===== src/rtl/core/rltg_pkg.sv =====
// Shared types, constants and helpers for the three-gate lifetime block.
`timescale 1ns / 1ps
package rltg_pkg;

    localparam int COUNT_BITS = 16;
    localparam int SUM_W      = 27;
    localparam int POS_W      = 13;

    localparam logic [SUM_W-1:0] SUM_MAX = {SUM_W{1'b1}};
    localparam logic [POS_W-1:0] POS_MAX = {POS_W{1'b1}};
    localparam logic [63:0] CAP     = 64'h3FFF_FFFF_FFFF_FFFF;
    localparam logic [63:0] LN2_Q26 = 64'd46516320;
    localparam logic [63:0] POS48   = 64'h0000_7FFF_FFFF_FFFF;
    localparam logic [63:0] NEG48   = 64'h0000_8000_0000_0000;

    localparam logic [7:0] CFG_START_BIN    = 8'd0;
    localparam logic [7:0] CFG_GATE_BINS    = 8'd1;
    localparam logic [7:0] CFG_GATE_TIME    = 8'd2;
    localparam logic [7:0] CFG_TIME_PER_BIN = 8'd3;

    typedef enum logic [1:0] {
        ST_OK    = 2'd0,
        ST_EQUAL = 2'd1,
        ST_QBAD  = 2'd2,
        ST_SHORT = 2'd3
    } t_status;

    typedef struct packed {
        logic [11:0] start_bin;
        logic [10:0] gate_bins;
        logic [31:0] gate_time;
        logic [31:0] time_per_bin;
    } t_cfg;

    typedef struct packed {
        logic [SUM_W-1:0] a1;
        logic [SUM_W-1:0] a2;
        logic [SUM_W-1:0] a3;
        logic             short_tr;
    } t_job;

    typedef struct packed {
        logic        start;
        logic        div;
        logic [63:0] a;
        logic [63:0] b;
        logic [63:0] c;
    } t_md_req;

    typedef struct packed {
        logic         done;
        logic [127:0] prod;
        logic [63:0]  quot;
    } t_md_rsp;

    typedef enum logic [2:0] {
        E_IDLE,
        E_MUL,
        E_CHK,
        E_DIV,
        E_FIN
    } t_eng_state;

    typedef enum logic [4:0] {
        S_IDLE,
        S_CHECK,
        S_NORM,
        S_LOG,
        S_LN,
        S_LNCHK,
        S_TAU,
        S_IO1,
        S_IO2,
        S_IO3,
        S_IO4,
        S_B1T,
        S_B1M,
        S_B2T,
        S_B2M,
        S_OUT
    } t_back_state;

    // Clamp a magnitude and apply its sign into 48-bit two's complement.
    function automatic logic [47:0] sat48(input logic neg, input logic [63:0] mag);
        logic [63:0] m;
        if (neg) begin
            m = (mag > NEG48) ? NEG48 : mag;
            sat48 = 48'(64'd0 - m);
        end else begin
            sat48 = (mag > POS48) ? POS48[47:0] : mag[47:0];
        end
    endfunction

endpackage


===== src/rtl/core/rltg_muldiv.sv =====
// Shared mul/div unit: 128-bit product in four steps; if div, then restoring division.
`timescale 1ns / 1ps
module rltg_muldiv (
    input  logic              i_clk,
    input  logic              i_rst_n,
    input  rltg_pkg::t_md_req i_req,
    output rltg_pkg::t_md_rsp o_rsp
);
    import rltg_pkg::*;

    t_eng_state   r_state, n_state;
    logic [63:0]  r_a, r_b, r_c, r_hi, r_lo, r_q;
    logic [127:0] r_prod;
    logic [5:0]   r_k;
    logic         r_div;
    logic [31:0]  ai, bi;
    logic [63:0]  pp, hs;
    logic [127:0] pp_sh;
    logic         ovf, carry, take;

    assign ai    = r_k[0] ? r_a[63:32] : r_a[31:0];
    assign bi    = r_k[1] ? r_b[63:32] : r_b[31:0];
    assign pp    = 64'(ai) * 64'(bi);
    assign ovf   = (r_c == 64'd0) || (r_prod[127:64] >= r_c);
    assign carry = r_hi[63];
    assign hs    = {r_hi[62:0], r_lo[63]};
    assign take  = carry || (hs >= r_c);

    always_comb begin
        case (r_k[1:0])
            2'd0:    pp_sh = {64'd0, pp};
            2'd3:    pp_sh = {pp, 64'd0};
            default: pp_sh = {32'd0, pp, 32'd0};
        endcase
    end

    always_ff @(posedge i_clk) begin
        if (!i_rst_n) begin
            r_state <= E_IDLE;
        end else begin
            r_state <= n_state;
        end
    end

    always_comb begin
        n_state = r_state;
        case (r_state)
            E_IDLE: if (i_req.start) n_state = E_MUL;
            E_MUL:  if (r_k[1:0] == 2'd3) n_state = E_CHK;
            E_CHK: begin
                if (!r_div || ovf) n_state = E_FIN;
                else n_state = E_DIV;
            end
            E_DIV:  if (r_k == 6'd63) n_state = E_FIN;
            E_FIN:  n_state = E_IDLE;
            default: n_state = E_IDLE;
        endcase
    end

    always_ff @(posedge i_clk) begin
        case (r_state)
            E_IDLE: begin
                if (i_req.start) begin
                    r_a    <= i_req.a;
                    r_b    <= i_req.b;
                    r_c    <= i_req.c;
                    r_div  <= i_req.div;
                    r_prod <= 128'd0;
                    r_k    <= 6'd0;
                end
            end
            E_MUL: begin
                r_prod <= r_prod + pp_sh;
                r_k    <= (r_k[1:0] == 2'd3) ? 6'd0 : r_k + 6'd1;
            end
            E_CHK: begin
                r_hi <= r_prod[127:64];
                r_lo <= r_prod[63:0];
                r_q  <= ovf ? CAP : 64'd0;
                r_k  <= 6'd0;
            end
            E_DIV: begin
                r_hi <= take ? hs - r_c : hs;
                r_q  <= {r_q[62:0], take};
                r_lo <= {r_lo[62:0], 1'b0};
                r_k  <= r_k + 6'd1;
            end
            default: ;
        endcase
    end

    assign o_rsp.done = (r_state == E_FIN);
    assign o_rsp.prod = r_prod;
    assign o_rsp.quot = (r_q > CAP) ? CAP : r_q;

endmodule


===== config.mk =====
export PLATFORM = sky130hd
export DESIGN_NAME = rltg_muldiv
export DESIGN_NICKNAME = d
export VERILOG_FILES = /design/src/rtl/core/rltg_pkg.sv /design/src/rtl/core/rltg_muldiv.sv
export SDC_FILE = /design/constraint.sdc
export NUM_CORES = 2
export LEC_CHECK = 0
export BUFFER_PORTS_ARGS = -buffer_cell sky130_fd_sc_hd__buf_2
export CAP_MARGIN = 20
export CORE_MARGIN = 1.5
export CORE_UTILIZATION = 55
export DETAILED_ROUTE_END_ITERATION = 8
export GPL_ROUTABILITY_DRIVEN = 0
export GPL_TIMING_DRIVEN = 0
export PLACE_DENSITY = 0.73
export SYNTH_ARGS = -nofsm -noshare
export SYNTH_HDL_FRONTEND = slang
export SYNTH_SLANG_ARGS = --single-unit

===== constraint.sdc =====
create_clock -name i_clk -period 23.9 [get_ports i_clk]
set_input_delay 1.195 -clock i_clk [delete_from_list [all_inputs] [get_ports i_clk]]
set_output_delay 1.195 -clock i_clk [all_outputs]
set_load 0.05 [all_outputs]

==> metrics <==
design area=74800 um2; Syn-to-layout area delta=10.1%; Slew Limit Fails=0; Final setup viols=0; root buffer cell=clkbuf_16; DP Cell Count=9515; CTS max path bufs=3; Data required, critical path=24.47 ns; asr flop ratio synth=0; vias in the first global route=59400; std cell rows=128; CTS Sinks=522; distinct cell type count after synthesis=98; CP most frequent cell=fa_1; first-pass GRT wire length=368 mm; global route overflow=0; Fmax=66.4 MHz; Die Footprint=126000 um2; Synth Area in Simple Gates=0.158; GRT Util Overall=0.396; type of origin of the critical path=flip-flop; setup TNS=0 ns; Gate Count Post-Synth=7452; multiplexer share of the synthesized area=0.0217; H-Tree Depth=2; Worst Path Max Fanout=10; Syn. warnings=0; Worst Tran Pin Value=1.26 ns; initial antenna violation count=8; area of the multi-input gates=47100 um2; routed vias/inst=6.32; die extent in x=354 um; DP HPWL=204 mm; Layout fillers=10300; largest family of logic cells by synthesized area=adder cells; DRT Pass-1 Iters=7; slowest library cell on the worst path=a2111oi_0; Ports=389; compound-cell area share of the yosys netlist=0.124; endpoints failing hold=0; Post-synth EDFFs=519; post-synthesis adder-cell area fraction=0.362; Final ANT Viol Nets=0; critical path arrival=15.62 ns; post-synthesis instance area=67900 um2; Post-CTS Hold Fix Bufs=0; CP Capture Type=flip-flop; Setup Fix Bufs, Post-CTS=0; final wirelength=252 mm; number of synthesized register bits=522; Final period util=0.630; Slew headroom=0.134; largest net degree at the start of global routing=71; Inserted Clock Buffers=61; cell area after placement=72700 um2; post-CTS sizing=0; Seq/Total Area, Yosys=0.230; status=completed; Die Ht=354 um; worst reg2reg setup slack=8.85 ns; dominant register cell in the synthesized netlist=edfxtp_1; via count=60900; HP Class=flip-flop to flip-flop; CTS tree=done; layout cells sized above 1=0.0893; Final min period=15.05 ns; Core Footprint=122000 um2; register area=15600 um2; CP max stage delay=0.73 ns; initial DRC count=8140; DR DRC count=0; hold_ws=0.509 ns; Syn Area/Cell=9.12 um2; Synth Area in XOR/XNOR=0.0276; Final nets=9583; CP Class=flip-flop to flip-flop; Non-Filler Instances=9637; wire length per cell=26.2 um; Max Cap Viol=0; clock slew at the register clock pins of the worst setup and hold paths=0.07 ns; Port Buffer Count=386; Initial Util=0.556; unrepaired setup endpoints after global routing=no; worst skew pair latency=0.73 ns; Final Skew=0.0549 ns
[cells in the mapped netlist (all sizes together), types with 80 or more instances]
| cell type | number | share of area |
|---|---|---|
| nand4 | 121 | 0.011 |
| clkbuf | 322 | 0.018 |
| a21o | 158 | 0.017 |
| edfxtp | 519 | 0.23 |
| a31oi | 80 | 0.0077 |
| nand2 | 968 | 0.054 |
| xor2 | 80 | 0.010 |
| inv | 1012 | 0.056 |
| ha | 528 | 0.097 |
| o21a | 95 | 0.010 |
| nor2 | 911 | 0.050 |
| fa | 898 | 0.26 |
| or3 | 86 | 0.0080 |
| a21oi | 406 | 0.030 |
| o21ai | 240 | 0.018 |
| xnor2 | 134 | 0.017 |
[state kept, by name (all words and copies together), names as in the netlist]
register	cells
r_k	6
r_q	64
r_a	64
r_hi	64
r_lo	64
r_b	64
r_prod	128
r_div	1
r_state	3
r_c	64
[kinds of logic (layout without fill, tap and decap cells)]
kind of cell / Yosys count / in the layout
other: 1 / 6
multiplexers: 139 / 139
XOR/XNOR: 214 / 214
flip-flops: 522 / 522
buffers and inverters: 1373 / 1928
adder cells (fa/ha/maj): 1426 / 1426
AND/OR/NAND/NOR: 2476 / 2476
AO/OA/AOI/OAI: 1301 / 1301
[placed cells by master, fill, tap and decap left out, types with 23 or more instances in the layout]
cell type and instances:
inv_1 1012, nand2_1 967, nor2_1 910, fa_1 898, ha_1 528, edfxtp_1 519
buf_2 412, a21oi_1 402, clkbuf_1 325, o21ai_0 219, a21o_1 158, xnor2_1 134
nand4_1 120, o21a_1 95, or3_1 85, xor2_1 80, a31oi_1 78, and2_1 77
o21bai_1 74, nand3_1 70, nor3_1 68, mux2_2 67, mux2i_1 61, clkbuf_16 61
a22o_1 43, and3_1 32, nand2b_1 31, nor2b_1 28, nor4_1 26, buf_6 25
o31ai_1 23
[stage by stage]
stage               worst slack [ns]   util
finish                          8.85  0.612
global route                    8.60  0.612
CTS                             9.46  0.611
detailed placement              9.50  0.595
global placement                2.52  0.588
floorplan                       8.39      -
[final timing paths]
path / startpoint / to / cells after the start
worst max-delay path: r_k[0]$_DFFE_PP_ / r_prod[125]$_SDFFCE_PN0P_ / 45
worst min register to register: r_lo[57]$_DFFE_PP_ / r_lo[58]$_DFFE_PP_ / 2
worst min-delay path: r_lo[57]$_DFFE_PP_ / r_lo[58]$_DFFE_PP_ / 2
worst max register to register: r_k[0]$_DFFE_PP_ / r_prod[125]$_SDFFCE_PN0P_ / 45
[worst max-delay path, delay by kind of cell, from the launching register on]
kind	cells	cell delay, ns
xor gates and xnor gates	1	0.66
and+or+nand+nor	6	1.21
AOI/OAI and AO/OA	16	4.18
buffers and inverters	11	3.14
muxes	1	0.65
DFF	1	0.36
adders and majority gates	10	4.71
[cell type report]
type,instances,share of cell area
clock inverter,41,0.00639
antenna,4,0.000134
multi-input combinational,5558,0.630
sequential,522,0.209
clock buffer,69,0.0208
inverter,1012,0.0508
tap,1625,0.0272
timing repair buffer,445,0.0364
buffer,361,0.0190
[metal layers]
layer  up-vias  track usage  routed length, um
met3      1284        0.151              39500
met5         -      0.00226                 97
met4        10        0.278              22600
met1     29300        0.494              87400
met2      4544        0.564             102000
li1      25700            -                  -
Power is not shown: default switching activity piles up to over one toggle a cycle in this logic, so the estimate is an artifact.
