### src/rtl/core/rltg_pkg.sv
// Shared types, constants and helpers for the three-gate lifetime block.
`timescale 1ns / 1ps
package rltg_pkg;

    localparam int COUNT_BITS = 16;
    localparam int SUM_W      = 27;
    localparam int POS_W      = 13;

    localparam logic [SUM_W-1:0] SUM_MAX = {SUM_W{1'b1}};
    localparam logic [POS_W-1:0] POS_MAX = {POS_W{1'b1}};
    localparam logic [63:0] CAP     = 64'h3FFF_FFFF_FFFF_FFFF;
    localparam logic [63:0] LN2_Q26 = 64'd46516320;
    localparam logic [63:0] POS48   = 64'h0000_7FFF_FFFF_FFFF;
    localparam logic [63:0] NEG48   = 64'h0000_8000_0000_0000;

    localparam logic [7:0] CFG_START_BIN    = 8'd0;
    localparam logic [7:0] CFG_GATE_BINS    = 8'd1;
    localparam logic [7:0] CFG_GATE_TIME    = 8'd2;
    localparam logic [7:0] CFG_TIME_PER_BIN = 8'd3;

    typedef enum logic [1:0] {
        ST_OK    = 2'd0,
        ST_EQUAL = 2'd1,
        ST_QBAD  = 2'd2,
        ST_SHORT = 2'd3
    } t_status;

    typedef struct packed {
        logic [11:0] start_bin;
        logic [10:0] gate_bins;
        logic [31:0] gate_time;
        logic [31:0] time_per_bin;
    } t_cfg;

    typedef struct packed {
        logic [SUM_W-1:0] a1;
        logic [SUM_W-1:0] a2;
        logic [SUM_W-1:0] a3;
        logic             short_tr;
    } t_job;

    typedef struct packed {
        logic        start;
        logic        div;
        logic [63:0] a;
        logic [63:0] b;
        logic [63:0] c;
    } t_md_req;

    typedef struct packed {
        logic         done;
        logic [127:0] prod;
        logic [63:0]  quot;
    } t_md_rsp;

    typedef enum logic [2:0] {
        E_IDLE,
        E_MUL,
        E_CHK,
        E_DIV,
        E_FIN
    } t_eng_state;

    typedef enum logic [4:0] {
        S_IDLE,
        S_CHECK,
        S_NORM,
        S_LOG,
        S_LN,
        S_LNCHK,
        S_TAU,
        S_IO1,
        S_IO2,
        S_IO3,
        S_IO4,
        S_B1T,
        S_B1M,
        S_B2T,
        S_B2M,
        S_OUT
    } t_back_state;

    // Clamp a magnitude and apply its sign into 48-bit two's complement.
    function automatic logic [47:0] sat48(input logic neg, input logic [63:0] mag);
        logic [63:0] m;
        if (neg) begin
            m = (mag > NEG48) ? NEG48 : mag;
            sat48 = 48'(64'd0 - m);
        end else begin
            sat48 = (mag > POS48) ? POS48[47:0] : mag[47:0];
        end
    endfunction

endpackage

### src/rtl/core/rltg_front.sv
// Front end: counts bins, sums the three gates and hands a finished pixel on.
`timescale 1ns / 1ps
module rltg_front (
    input  logic                i_clk,
    input  logic                i_rst_n,
    input  rltg_pkg::t_cfg      i_cfg,
    input  logic                i_accept,
    input  logic [15:0]         i_bin_count,
    input  logic                i_last_bin,
    output logic                o_job_push,
    output rltg_pkg::t_job      o_job
);
    import rltg_pkg::*;

    logic [POS_W-1:0] r_pos, n_pos, off, g1, g2, g3;
    logic [SUM_W-1:0] r_s1, r_s2, r_s3, n_s1, n_s2, n_s3;
    logic             ge, sel1, sel2, sel3;
    logic [SUM_W:0]   cnt;

    function automatic logic [SUM_W-1:0] sat_add(input logic [SUM_W-1:0] s,
                                                 input logic [SUM_W:0] c);
        logic [SUM_W:0] t;
        t = {1'b0, s} + c;
        sat_add = t[SUM_W] ? SUM_MAX : t[SUM_W-1:0];
    endfunction

    always_comb begin
        cnt   = (SUM_W+1)'(i_bin_count[COUNT_BITS-1:0]);
        g1    = POS_W'(i_cfg.gate_bins);
        g2    = POS_W'({i_cfg.gate_bins, 1'b0});
        g3    = g1 + g2;
        ge    = r_pos >= POS_W'(i_cfg.start_bin);
        off   = r_pos - POS_W'(i_cfg.start_bin);
        sel1  = ge && (off < g1);
        sel2  = ge && !sel1 && (off < g2);
        sel3  = ge && !sel1 && !sel2 && (off < g3);
        n_s1  = sel1 ? sat_add(r_s1, cnt) : r_s1;
        n_s2  = sel2 ? sat_add(r_s2, cnt) : r_s2;
        n_s3  = sel3 ? sat_add(r_s3, cnt) : r_s3;
        n_pos = (r_pos == POS_MAX) ? r_pos : r_pos + 1'b1;
        o_job.a1       = n_s1;
        o_job.a2       = n_s2;
        o_job.a3       = n_s3;
        o_job.short_tr = {1'b0, n_pos} < (14'(i_cfg.start_bin) + 14'(g3));
        o_job_push     = i_accept && i_last_bin;
    end

    always_ff @(posedge i_clk) begin
        if (!i_rst_n) begin
            r_pos <= '0;
            r_s1  <= '0;
            r_s2  <= '0;
            r_s3  <= '0;
        end else if (i_accept) begin
            // the last bin closes the pixel: start the next one from zero
            if (i_last_bin) begin
                r_pos <= '0;
                r_s1  <= '0;
                r_s2  <= '0;
                r_s3  <= '0;
            end else begin
                r_pos <= n_pos;
                r_s1  <= n_s1;
                r_s2  <= n_s2;
                r_s3  <= n_s3;
            end
        end
    end

endmodule

### config.mk
export PLATFORM = sky130hd
export DESIGN_NAME = rltg_front
export DESIGN_NICKNAME = d
export VERILOG_FILES = /design/src/rtl/core/rltg_pkg.sv /design/src/rtl/core/rltg_front.sv
export SDC_FILE = /design/constraint.sdc
export NUM_CORES = 1
export LEC_CHECK = 0
export ABC_CLOCK_PERIOD_IN_PS = 22100
export BUFFER_PORTS_ARGS = -buffer_cell sky130_fd_sc_hd__buf_2
export CORE_MARGIN = 8
export CORE_UTILIZATION = 62
export CTS_CLUSTER_DIAMETER = 60
export DETAILED_ROUTE_END_ITERATION = 8
export PLACE_DENSITY_LB_ADDON = 0.1
export SYNTH_ARGS = -nofsm -noshare
export SYNTH_HDL_FRONTEND = slang
export SYNTH_SLANG_ARGS = --single-unit
### constraint.sdc
create_clock -name i_clk -period 22.1 [get_ports i_clk]
set_input_delay 6.63 -clock i_clk [delete_from_list [all_inputs] [get_ports i_clk]]
set_output_delay 6.63 -clock i_clk [all_outputs]
set_load 0.01 [all_outputs]
==> results.sh <==
export IMPL_timing_setup_tns_ns=0
export IMPL_yosysTopAreaCell="dfxtp_1"
export IMPL_drt_iter0_drc=926
export IMPL_whs_path_depth=1
export IMPL_clock_sinks=94
export IMPL_drt_pass1_iter_count=5
export IMPL_syn2layout_area_growth_pct=10.4
export IMPL_dpl_hpwl_mm=22.2
export IMPL_die_h_um=144
export IMPL_nNetsFinal=1665
export IMPL_ant_nets=0
export IMPL_grt_pass1_wl_mm=46.3
export IMPL_die_area_sq_um=20600
export IMPL_synth_edf_count=0
export IMPL_power_frac_clock_pct=37.3
export IMPL_hold_worst_slack_ns=0.492
export IMPL_period_needed_ns=18.08
export IMPL_leakage_nw=5.14
export IMPL_h_tree_depth=3
export IMPL_ys_seq_area_share_pct=18.7
export IMPL_switching_share_pct=31.8
export IMPL_final_period_utilization_pct=81.8
export IMPL_synth_most_common_cell="nor2_1"
export IMPL_r2r_cells=16
export IMPL_synth_nets=1576
export IMPL_p_seq_share_pct=36.2
export IMPL_drt_wl_total_mm=29.0
export IMPL_hold_class="reg -> reg"
export IMPL_synth_top_area_share_pct=18.7
export IMPL_p_per_area_nw_per_um2=42.1
export IMPL_post_drt_wl_per_cell_um=17.6
export IMPL_post_cts_setup_buffers=0
export IMPL_antenna_found_initial=0
export IMPL_rsz0062_at_grt="false"
export IMPL_cts_tree="done"
export IMPL_p_sw_mw=0.149
export IMPL_r2r_start="r_pos[6]$_SDFFE_PN0P_"
export IMPL_met1Wirelength_mm=13.6
export IMPL_yosys_warnings=0
export IMPL_placed_cell_area_sq_um=10800
export IMPL_grt_pass1_vias=9506
export IMPL_tightest_slew_ns=0.986
export IMPL_yosys_top_cells_count="130 x nor2_1, 129 x ha_1, 114 x a21oi_1, 111 x nand2_1, 94 x dfxtp_1"
export IMPL_grt_max_degree=56
export IMPL_fmax_mhz=55.3
export IMPL_crit_fanout=21
export IMPL_slowest_delay_ns=0.63
export IMPL_synth_async_reset_ratio_pct=0
export IMPL_hp_start="r_s2[4]$_SDFFE_PN0P_"
export IMPL_criticalPathCategory="in -> out"
export IMPL_p_int_mw=0.320
export IMPL_relSlewSlack_pct=34.0
export IMPL_worstPathRequired_ns=15.47
export IMPL_met2_wirelength_mm=12.6
export IMPL_maxUsedRoutingLayer="met4"
export IMPL_crit_chain="buf_2, inv_1, ha_1, a21oi_1, nand2_1, a221oi_1, o21bai_1, a21oi_1, xnor2_1, ha_1, or4_1, a211oi_1, a31oi_1, nor4b_4, and2_1, buf_4, a21oi_1, a31oi_1, buf_2"
export IMPL_synth_seq_cells=94
export IMPL_synth_avg_cell_area_sq_um=7.56
export IMPL_numCtsBuffers=9
export IMPL_endpoint_kind="output pin"
export IMPL_drive_gt1_share_pct=12.6
export IMPL_globalRoute_totalOverflow=0
export IMPL_routabilityCongestion=0.915
export IMPL_wl_met3_mm=2.19
export IMPL_hold_violations=0
export IMPL_portBuffers=125
export IMPL_via_count=10438
export IMPL_synth_area_leaders="dfxtp_1 19%, ha_1 16%, a21oi_1 5.7%"
export IMPL_netlist_instances=1334
export IMPL_cp_slowest_cell="and2_1"
export IMPL_worstPathArrival_ns=11.45
export IMPL_cts_root_buf="clkbuf_16"
export IMPL_fp_row_count=46
export IMPL_post_cts_resized=0
export IMPL_post_route_drc_count=0
export IMPL_core_area_sq_um=15900
export IMPL_design_area_sq_um=11100
export IMPL_clk_pin_slew_ns=0.07
export IMPL_status="finished clean"
export IMPL_ios=190
export IMPL_ctsHoldBuffers=0
export IMPL_ys_dominant_reg_cell="dfxtp_1"
export IMPL_finalClockSkew_ns=0.0106
export IMPL_grt_usage_pct=27.6
export IMPL_irDropWorstVdd_mv=0.0440
export IMPL_cts_max_path_buffers=2
export IMPL_comb_power_share_pct=26.6
export IMPL_ys_types=80
export IMPL_die_width_um=144
export IMPL_start_util_pct=63.5
export IMPL_cp_startpoint="i_cfg[81]"
export IMPL_insertion_delay_ns=0.36
export IMPL_cap_viol_max_count=0
export IMPL_slew_violations=0
export IMPL_netlist_area_sq_um=10100
export IMPL_crit_top_cell="a21oi_1"
export IMPL_worstSetupStartpointType="input port"
export IMPL_ff2ff_setup_slack_ns=16.96
export IMPL_setup_viol=0
export IMPL_avgViaCountPerCell=6.35
[power groups by stage]
stage / Combinational [mW] / Sequential, mW / Clock (mW)
after detailed placement: 0.122 / 0.174 / 0
final: 0.124 / 0.170 / 0.175
after CTS: 0.123 / 0.170 / 0.178
after floorplan: 0.0903 / 0.174 / 0
after global placement: 0.118 / 0.174 / 0
after global routing: 0.140 / 0.170 / 0.182
[layer usage]
metal	vias up	global-route usage [%]
met2	378	43.1
met1	4846	37.8
met4	0	8.97
met5	-	0
li1	5168	-
met3	46	4.58
[final cells by class]
type	count	area, sq um
antenna	1	2.50
clock buffer	9	225
clock inverter	6	93.8
fill	1411	4750
inverter	74	278
multi-input combinational	1110	7690
sequential	94	1880
tap	216	270
timing repair buffer	134	693
[placed cells by master (no fill, tap or decap), types with 11 or more instances in the layout]
cell type / instances
nor2_1: 129
ha_1: 129
buf_2: 125
a21oi_1: 114
nand2_1: 111
dfxtp_1: 94
inv_1: 72
a31oi_1: 72
o21ai_0: 68
xnor2_1: 45
xor2_1: 35
a22o_1: 33
nand3_1: 30
a21o_1: 30
nor3_1: 25
and3_1: 21
o21a_1: 19
nand4_1: 18
a211oi_1: 18
and2_1: 12
a311oi_1: 11
[cells by family (layout without fill, tap and decap cells)]
group	Yosys count	after routing	synth area share [%]
and+or+nand+nor	413	413	19.6
adders and majority gates	135	135	17.2
xor gates and xnor gates	80	80	6.95
DFF	94	94	18.7
AOI/OAI and AO/OA	470	470	31.2
muxes	12	12	1.30
other	0	1	0
buffers and inverters	130	223	5.10
[per-stage QoR]
stage                     std cells  power (mW)  worst slack (ns)  utilization [%]
final                          1644       0.469              4.02             70.1
after global routing           1643       0.492              3.65             70.1
after CTS                      1643       0.470              4.05             70.1
after detailed placement       1628       0.296              4.06             68.1
after global placement         1628       0.291              4.12             68.1
after floorplan                1334       0.264              5.10                -
[critical path: cells and delay by family]
kind,cells,cell delay [ns]
compound gates,8,1.78
simple gates,4,1.61
buf+inv,4,0.67
fa+ha+maj,2,0.60
xor+xnor,1,0.15
[state kept, by name, summed over array words and instances, names as in the netlist]
name   cells
r_s1      27
r_s2      27
r_s3      27
r_pos     13
[final timing paths]
| check | end |
|---|---|
| setup / recovery | o_job[48] |
| hold / removal | r_s2[4]$_SDFFE_PN0P_ |
| setup reg to reg | r_s2[18]$_SDFFE_PN0P_ |
| hold reg to reg | r_s2[4]$_SDFFE_PN0P_ |
Power figures use the tool's default switching activity.
