$ cat src/rtl/core/rltg_pkg.sv
// Shared types, constants and helpers for the three-gate lifetime block.
`timescale 1ns / 1ps
package rltg_pkg;

    localparam int COUNT_BITS = 16;
    localparam int SUM_W      = 27;
    localparam int POS_W      = 13;

    localparam logic [SUM_W-1:0] SUM_MAX = {SUM_W{1'b1}};
    localparam logic [POS_W-1:0] POS_MAX = {POS_W{1'b1}};
    localparam logic [63:0] CAP     = 64'h3FFF_FFFF_FFFF_FFFF;
    localparam logic [63:0] LN2_Q26 = 64'd46516320;
    localparam logic [63:0] POS48   = 64'h0000_7FFF_FFFF_FFFF;
    localparam logic [63:0] NEG48   = 64'h0000_8000_0000_0000;

    localparam logic [7:0] CFG_START_BIN    = 8'd0;
    localparam logic [7:0] CFG_GATE_BINS    = 8'd1;
    localparam logic [7:0] CFG_GATE_TIME    = 8'd2;
    localparam logic [7:0] CFG_TIME_PER_BIN = 8'd3;

    typedef enum logic [1:0] {
        ST_OK    = 2'd0,
        ST_EQUAL = 2'd1,
        ST_QBAD  = 2'd2,
        ST_SHORT = 2'd3
    } t_status;

    typedef struct packed {
        logic [11:0] start_bin;
        logic [10:0] gate_bins;
        logic [31:0] gate_time;
        logic [31:0] time_per_bin;
    } t_cfg;

    typedef struct packed {
        logic [SUM_W-1:0] a1;
        logic [SUM_W-1:0] a2;
        logic [SUM_W-1:0] a3;
        logic             short_tr;
    } t_job;

    typedef struct packed {
        logic        start;
        logic        div;
        logic [63:0] a;
        logic [63:0] b;
        logic [63:0] c;
    } t_md_req;

    typedef struct packed {
        logic         done;
        logic [127:0] prod;
        logic [63:0]  quot;
    } t_md_rsp;

    typedef enum logic [2:0] {
        E_IDLE,
        E_MUL,
        E_CHK,
        E_DIV,
        E_FIN
    } t_eng_state;

    typedef enum logic [4:0] {
        S_IDLE,
        S_CHECK,
        S_NORM,
        S_LOG,
        S_LN,
        S_LNCHK,
        S_TAU,
        S_IO1,
        S_IO2,
        S_IO3,
        S_IO4,
        S_B1T,
        S_B1M,
        S_B2T,
        S_B2M,
        S_OUT
    } t_back_state;

    // Clamp a magnitude and apply its sign into 48-bit two's complement.
    function automatic logic [47:0] sat48(input logic neg, input logic [63:0] mag);
        logic [63:0] m;
        if (neg) begin
            m = (mag > NEG48) ? NEG48 : mag;
            sat48 = 48'(64'd0 - m);
        end else begin
            sat48 = (mag > POS48) ? POS48[47:0] : mag[47:0];
        end
    endfunction

endpackage

$ cat src/rtl/core/rltg_queue.sv
// Two-entry queue of finished pixels between front and back.
`timescale 1ns / 1ps
module rltg_queue (
    input  logic           i_clk,
    input  logic           i_rst_n,
    input  logic           i_push,
    input  rltg_pkg::t_job i_job,
    output logic           o_full,
    input  logic           i_pop,
    output rltg_pkg::t_job o_job,
    output logic           o_empty
);
    import rltg_pkg::*;

    t_job       r_mem [2];
    logic       r_wp, r_rp;
    logic [1:0] r_cnt;
    logic       do_push, do_pop;

    assign o_full  = (r_cnt == 2'd2);
    assign o_empty = (r_cnt == 2'd0);
    assign do_push = i_push && !o_full;
    assign do_pop  = i_pop && !o_empty;
    assign o_job   = r_mem[r_rp];

    always_ff @(posedge i_clk) begin
        if (do_push) r_mem[r_wp] <= i_job;
    end

    always_ff @(posedge i_clk) begin
        if (!i_rst_n) begin
            r_wp  <= 1'b0;
            r_rp  <= 1'b0;
            r_cnt <= 2'd0;
        end else begin
            if (do_push) r_wp <= ~r_wp;
            if (do_pop)  r_rp <= ~r_rp;
            r_cnt <= r_cnt + 2'(do_push) - 2'(do_pop);
        end
    end

endmodule

$ cat config.mk
export PLATFORM = sky130hd
export DESIGN_NAME = rltg_queue
export DESIGN_NICKNAME = d
export VERILOG_FILES = /design/src/rtl/core/rltg_pkg.sv /design/src/rtl/core/rltg_queue.sv
export SDC_FILE = /design/constraint.sdc
export NUM_CORES = 1
export LEC_CHECK = 0
export ABC_AREA = 1
export BUFFER_PORTS_ARGS = -buffer_cell sky130_fd_sc_hd__buf_4
export CORE_MARGIN = 8
export CORE_UTILIZATION = 30
export CTS_CLUSTER_SIZE = 25
export DETAILED_ROUTE_END_ITERATION = 10
export PLACE_DENSITY_LB_ADDON = 0.2
export SLEW_MARGIN = 20
export SYNTH_ARGS = -nofsm -noshare
export SYNTH_HDL_FRONTEND = slang
export SYNTH_SLANG_ARGS = --single-unit
$ cat constraint.sdc
create_clock -name i_clk -period 13.5 [get_ports i_clk]
set_input_delay 2.7 -clock i_clk [delete_from_list [all_inputs] [get_ports i_clk]]
set_output_delay 2.7 -clock i_clk [all_outputs]
set_load 0.1 [all_outputs]
==> flow_metrics.tcl, run 1 <==
set metrics [dict create \
    drive_gt1_frac 0.587 \
    antenna_found_initial 0 \
    holdCritPathClass "flip-flop to flip-flop" \
    synthCells 293 \
    synthTopCellsByArea "edfxtp_1 (75%), mux2_4 (18%), buf_12 (2.4%), dfxtp_1 (1.5%), inv_1 (0.51%)" \
    slew_viol_final 0 \
    htreeDepth 4 \
    syn_area_per_cell_um2 22.4 \
    drv_cap 0 \
    arrival_ns 2.68 \
    cts_hold_buf 0 \
    final_cell_mix "buf_4 (173), edfxtp_1 (164), mux2_4 (80)" \
    drc_errors 0 \
    hold_ws_ns 0.516 \
    leakage_uw 0.00336 \
    placed_area_um2 8060 \
    cts_buffers 17 \
    path_clk_slew_ns 0.06 \
    yosysWarnings 0 \
    post_cts_buffers 0 \
    dp.cells 737 \
    initial_core_util 0.303 \
    ir_drop_mv 0.169 \
    synth_top_area_cell "edfxtp_1" \
    cts.repair.resized 0 \
    dr.pass1.iters 4 \
    grt_overflow 0 \
    grt_usage 0.0969 \
    grt_max_degree 46 \
    syn_to_final_growth_pct 31.5 \
    grt_pass1_vias 3571 \
    wirelength_mm 12.9 \
    tightestPinTransition_ns 0.867 \
    ant_nets 0 \
    cts_tree "yes" \
    setup_viol 0 \
    cts_max_path_buffers 2 \
    crit_type "flip-flop to output pin" \
    syn_area_um2 6570 \
    die_h_um 164 \
    cp-start-kind "flip-flop" \
    ys_seq_area_frac 0.765 \
    diodes 0 \
    drt_iter0_drc 115 \
    slew_headroom 0.422 \
    syn_nets 381 \
    ys_ff_latch 169 \
    layoutNonFillerInstCount 769 \
    io_pins 170 \
    critical_path.max_fanout 45 \
    numPortBuffers 169 \
    yosysUniqueCellTypes 12 \
    nNetsFinal 564 \
    p_per_area_nw_per_um2 248 \
    vias 3214 \
    wl_per_cell_um 16.8 \
    cp-end-kind "output pin" \
    timing.fmax_ghz 0.186 \
    clockRootBuffer "clkbuf_16" \
    required_ns 10.80 \
    finalCriticalPeriod_ns 5.38 \
    die_area_um2 26900 \
    avgViaCountPerCell 4.18 \
    rows 54 \
    synth_top_area_share 0.750 \
    ff2ff_setup_slack_ns 11.27 \
    globalplace.congestion 0.706 \
    fin_crit_sh 0.399 \
    design_area_um2 8630 \
    dp_hpwl_mm 8.69 \
    fin_skew_ns 0.0121 \
    layout_commonest_cell "buf_4" \
    rsz0062_at_grt "no" \
    clk_latency_ns 0.42 \
    status "finished clean" \
    tns_ns 0 \
    hold_viol 0 \
    grt_pass1_wl_mm 19.4 \
    cts.sinks 169 \
    die_x_um 164 \
    core_um2 21700 \
]
==> metal layers <==
| layer | share of wire | track usage |
|---|---|---|
| met2 | 0.50 | 0.159 |
| met1 | 0.40 | 0.108 |
| met5 | 0 | 0 |
| met4 | 0.010 | 0.0360 |
| met3 | 0.087 | 0.0446 |
==> per-stage QoR <==
stage / power [µW] / worst slack [ns] / utilization
final: 2140 / 8.12 / 0.398
after global routing: 2220 / 7.90 / 0.398
after CTS: 2170 / 7.96 / 0.398
after detailed placement: 1690 / 8.42 / 0.372
after global placement: 1680 / 8.44 / 0.372
after floorplan: 1530 / 6.79 / -
==> path summary, 6_finish.rpt <==
check / from / end / cells after the start
setup / recovery: flip-flop / o_job[81] / 3
hold / removal: r_rp / r_rp / 2
setup reg to reg: r_cnt[0] / r_mem[1][73] / 5
hold reg to reg: r_rp / r_rp / 2
==> critical path, stage by stage (launching register included) <==
cell,delay (ns)
dfxtp_4,0.80
buf_4,0.76
mux2_2,0.41
buf_4,0.23
==> Yosys cell counts <==
master and count:
nand2_1 9, nand3_1 3, dfxtp_1 5, mux2_2 2, nor2_1 8, buf_6 1
edfxtp_1 164, buf_12 8, ha_1 2, inv_1 9, mux2_4 80, a21oi_1 2
==> state kept, by name (all words and copies together), names as in the netlist, named ones only <==
name,count
r_rp,1
r_wp,1
r_cnt,2
r_mem,164
==> power by group <==
group          internal [µW]  switching (µW)
combinational            244             718
clock                    274             201
sequential               667            36.7
total                   1180             956
==> logic make-up after synthesis <==
logic type / share of synthesized area
mux: 0.186
compound gates: 0.00152
simple gates: 0.0120
fa+ha+maj: 0.00381
flops: 0.765
buf+inv: 0.0312
==> layout make-up <==
cell class	instances	area, µm²
clock buffer	19	433
inverter	9	35.0
tap	280	350
timing repair buffer	173	1300
fill	1983	13100
sequential	169	5030
clock inverter	13	143
multi-input combinational	106	1350
Note: power is estimated with default switching activity, not from simulation.
==> run 2: changes to the inputs <==
Settings changed: ABC_AREA 1 to 0.
Clock period 13.5 ns to 5.3 ns, I/O delays scaled along.
==> flow_metrics.tcl, run 2 <==
set metrics [dict create \
    cp-start-kind "flip-flop" \
    die_x_um 164 \
    path_clk_slew_ns 0.06 \
    vias 3098 \
    drv_cap 0 \
    tightestPinTransition_ns 0.959 \
    multi_input_area_um2 1360 \
    syn_area_um2 6550 \
    n_fill_cell 2001 \
    yosysUniqueCellTypes 18 \
    regMostFlops "r_mem" \
    numPortBuffers 169 \
    drt_iter0_drc 113 \
    async_reset_ff_frac 0 \
    hold_viol 0 \
    grt_usage 0.0987 \
    regArea_um2 5030 \
    synth_most_common_cell "edfxtp_1" \
    syn_area_per_cell_um2 23.2 \
    post_cts_buffers 0 \
    fin_crit_sh 0.669 \
    critical_path.max_fanout 49 \
    cts_hold_buf 0 \
    holdCritPathClass "flip-flop to flip-flop" \
    placed_area_um2 8080 \
    htreeDepth 4 \
    io_pins 170 \
    initial_core_util 0.303 \
    rows 54 \
    largest_reg_flops 164 \
    synth_top_area_cell "edfxtp_1" \
    ant_nets 0 \
    drc_errors 0 \
    cts.repair.resized 0 \
    tns_ns 0 \
    final_cell_mix "buf_4 (172), edfxtp_1 (164), mux2_4 (80)" \
    wl_per_cell_um 17.3 \
    antenna_found_initial 0 \
    grt_pass1_wl_mm 19.8 \
    die_area_um2 26800 \
    die_h_um 164 \
    rsz0062_at_grt "no" \
    clockRootBuffer "clkbuf_16" \
    synth_common_cells "edfxtp_1 (164), mux2_4 (80), buf_12 (8)" \
    ys_ff_latch 169 \
    syn_nets 370 \
    design_area_um2 8740 \
    crit_type "flip-flop to output pin" \
    slowest_stage "dfxtp_4" \
    cts_tree "yes" \
    nNetsFinal 554 \
    crit_path_frequent_cell "buf_4" \
    status "finished clean" \
    fin_skew_ns 0.0106 \
    wirelength_mm 13.1 \
    pre_cts_ws_ns 2.14 \
    cts_max_path_buffers 2 \
    grt_overflow 0 \
    slew_headroom 0.361 \
    cts.sinks 169 \
    reg_top3 "r_mem: 164 flops, r_cnt: 2 flops" \
    timing.fmax_ghz 0.282 \
    reg2reg_depth 3 \
    grt_max_degree 50 \
    cpPeakStageDelay_ns 0.96 \
    synthTopCellsByArea "edfxtp_1 (75%), mux2_4 (18%), buf_12 (2.4%), dfxtp_1 (1.5%), ha_1 (0.38%)" \
    finalCriticalPeriod_ns 3.54 \
    arrival_ns 2.48 \
    diodes 0 \
    globalplace.congestion 0.638 \
    synthCells 282 \
    hold_ws_ns 0.518 \
    hold_depth 2 \
    syn_to_final_growth_pct 33.3 \
    grt_pass1_vias 3595 \
    path_cells "buf_4 > mux2_4 > buf_4" \
    dr.pass1.iters 4 \
    drive_gt1_frac 0.601 \
    yosysWarnings 0 \
    clk_latency_ns 0.42 \
    layout_commonest_cell "buf_4" \
    ys_seq_area_frac 0.767 \
    required_ns 4.24 \
    synth_edf_count 164 \
    avgViaCountPerCell 4.08 \
    setup_viol 0 \
    dp_hpwl_mm 8.97 \
    cp-end-kind "output pin" \
    cts_buffers 17 \
    core_um2 21600 \
    synth_top_area_share 0.751 \
    worst_slack_ns 1.76 \
    slew_viol_final 0 \
    yosys_most_used_dff "edfxtp_1" \
]
[run 2: cell types whose count changed after synthesis, sizes merged, moves of 2 or more]
cell    before  now
nand2        9    2
inv          9    3
nand3        3    0
nor2         8    5
a21oi        2    0
and2         0    2
nand2b       0    2
[run 2: area by class of cell]
type | count | share of cell area
Tap cell | 280 | 0.0401
Inverter | 3 | 0.00129
Multi-Input combinational cell | 101 | 0.156
Timing Repair Buffer | 174 | 0.152
Sequential cell | 169 | 0.576
Clock buffer | 22 | 0.0531
Clock inverter | 10 | 0.0221
[run 2: logic make-up after synthesis]
logic type      synth area share
flops                      0.767
mux                        0.188
simple gates             0.00955
xor+xnor                 0.00267
compound gates           0.00115
fa+ha+maj                0.00382
buf+inv                   0.0279
[run 2: per-layer routing]
metal,up-vias,share of wire,global-route usage
li1,1475,-,-
met1,1504,0.38,0.102
met2,109,0.51,0.168
met3,10,0.10,0.0479
met4,0,0.012,0.0413
met5,-,0,0
[run 2: worst max-delay path, delay by kind of cell (launching register included)]
| family | cells | cell delay, ns |
|---|---|---|
| flops | 1 | 0.96 |
| buf+inv | 2 | 0.70 |
| mux | 1 | 0.34 |
[run 2: worst paths after layout]
path                            startpoint      endpoint  slack, ns
worst max-delay path             flip-flop     o_job[75]       1.76
worst min-delay path                  r_rp          r_rp       0.52
worst max register to register    r_cnt[0]  r_mem[1][52]       3.14
worst min register to register        r_rp          r_rp       0.52
[run 2: per-stage QoR]
| stage | util | std cells |
|---|---|---|
| floorplan | - | 282 |
| global placement | 0.373 | 726 |
| detailed placement | 0.374 | 727 |
| CTS | 0.404 | 759 |
| global route | 0.404 | 759 |
| finish | 0.404 | 759 |
Power of run 2 is left out: the tool's default activity adds up to more than one toggle a clock period on the data nets, which glitch-free logic cannot reach.
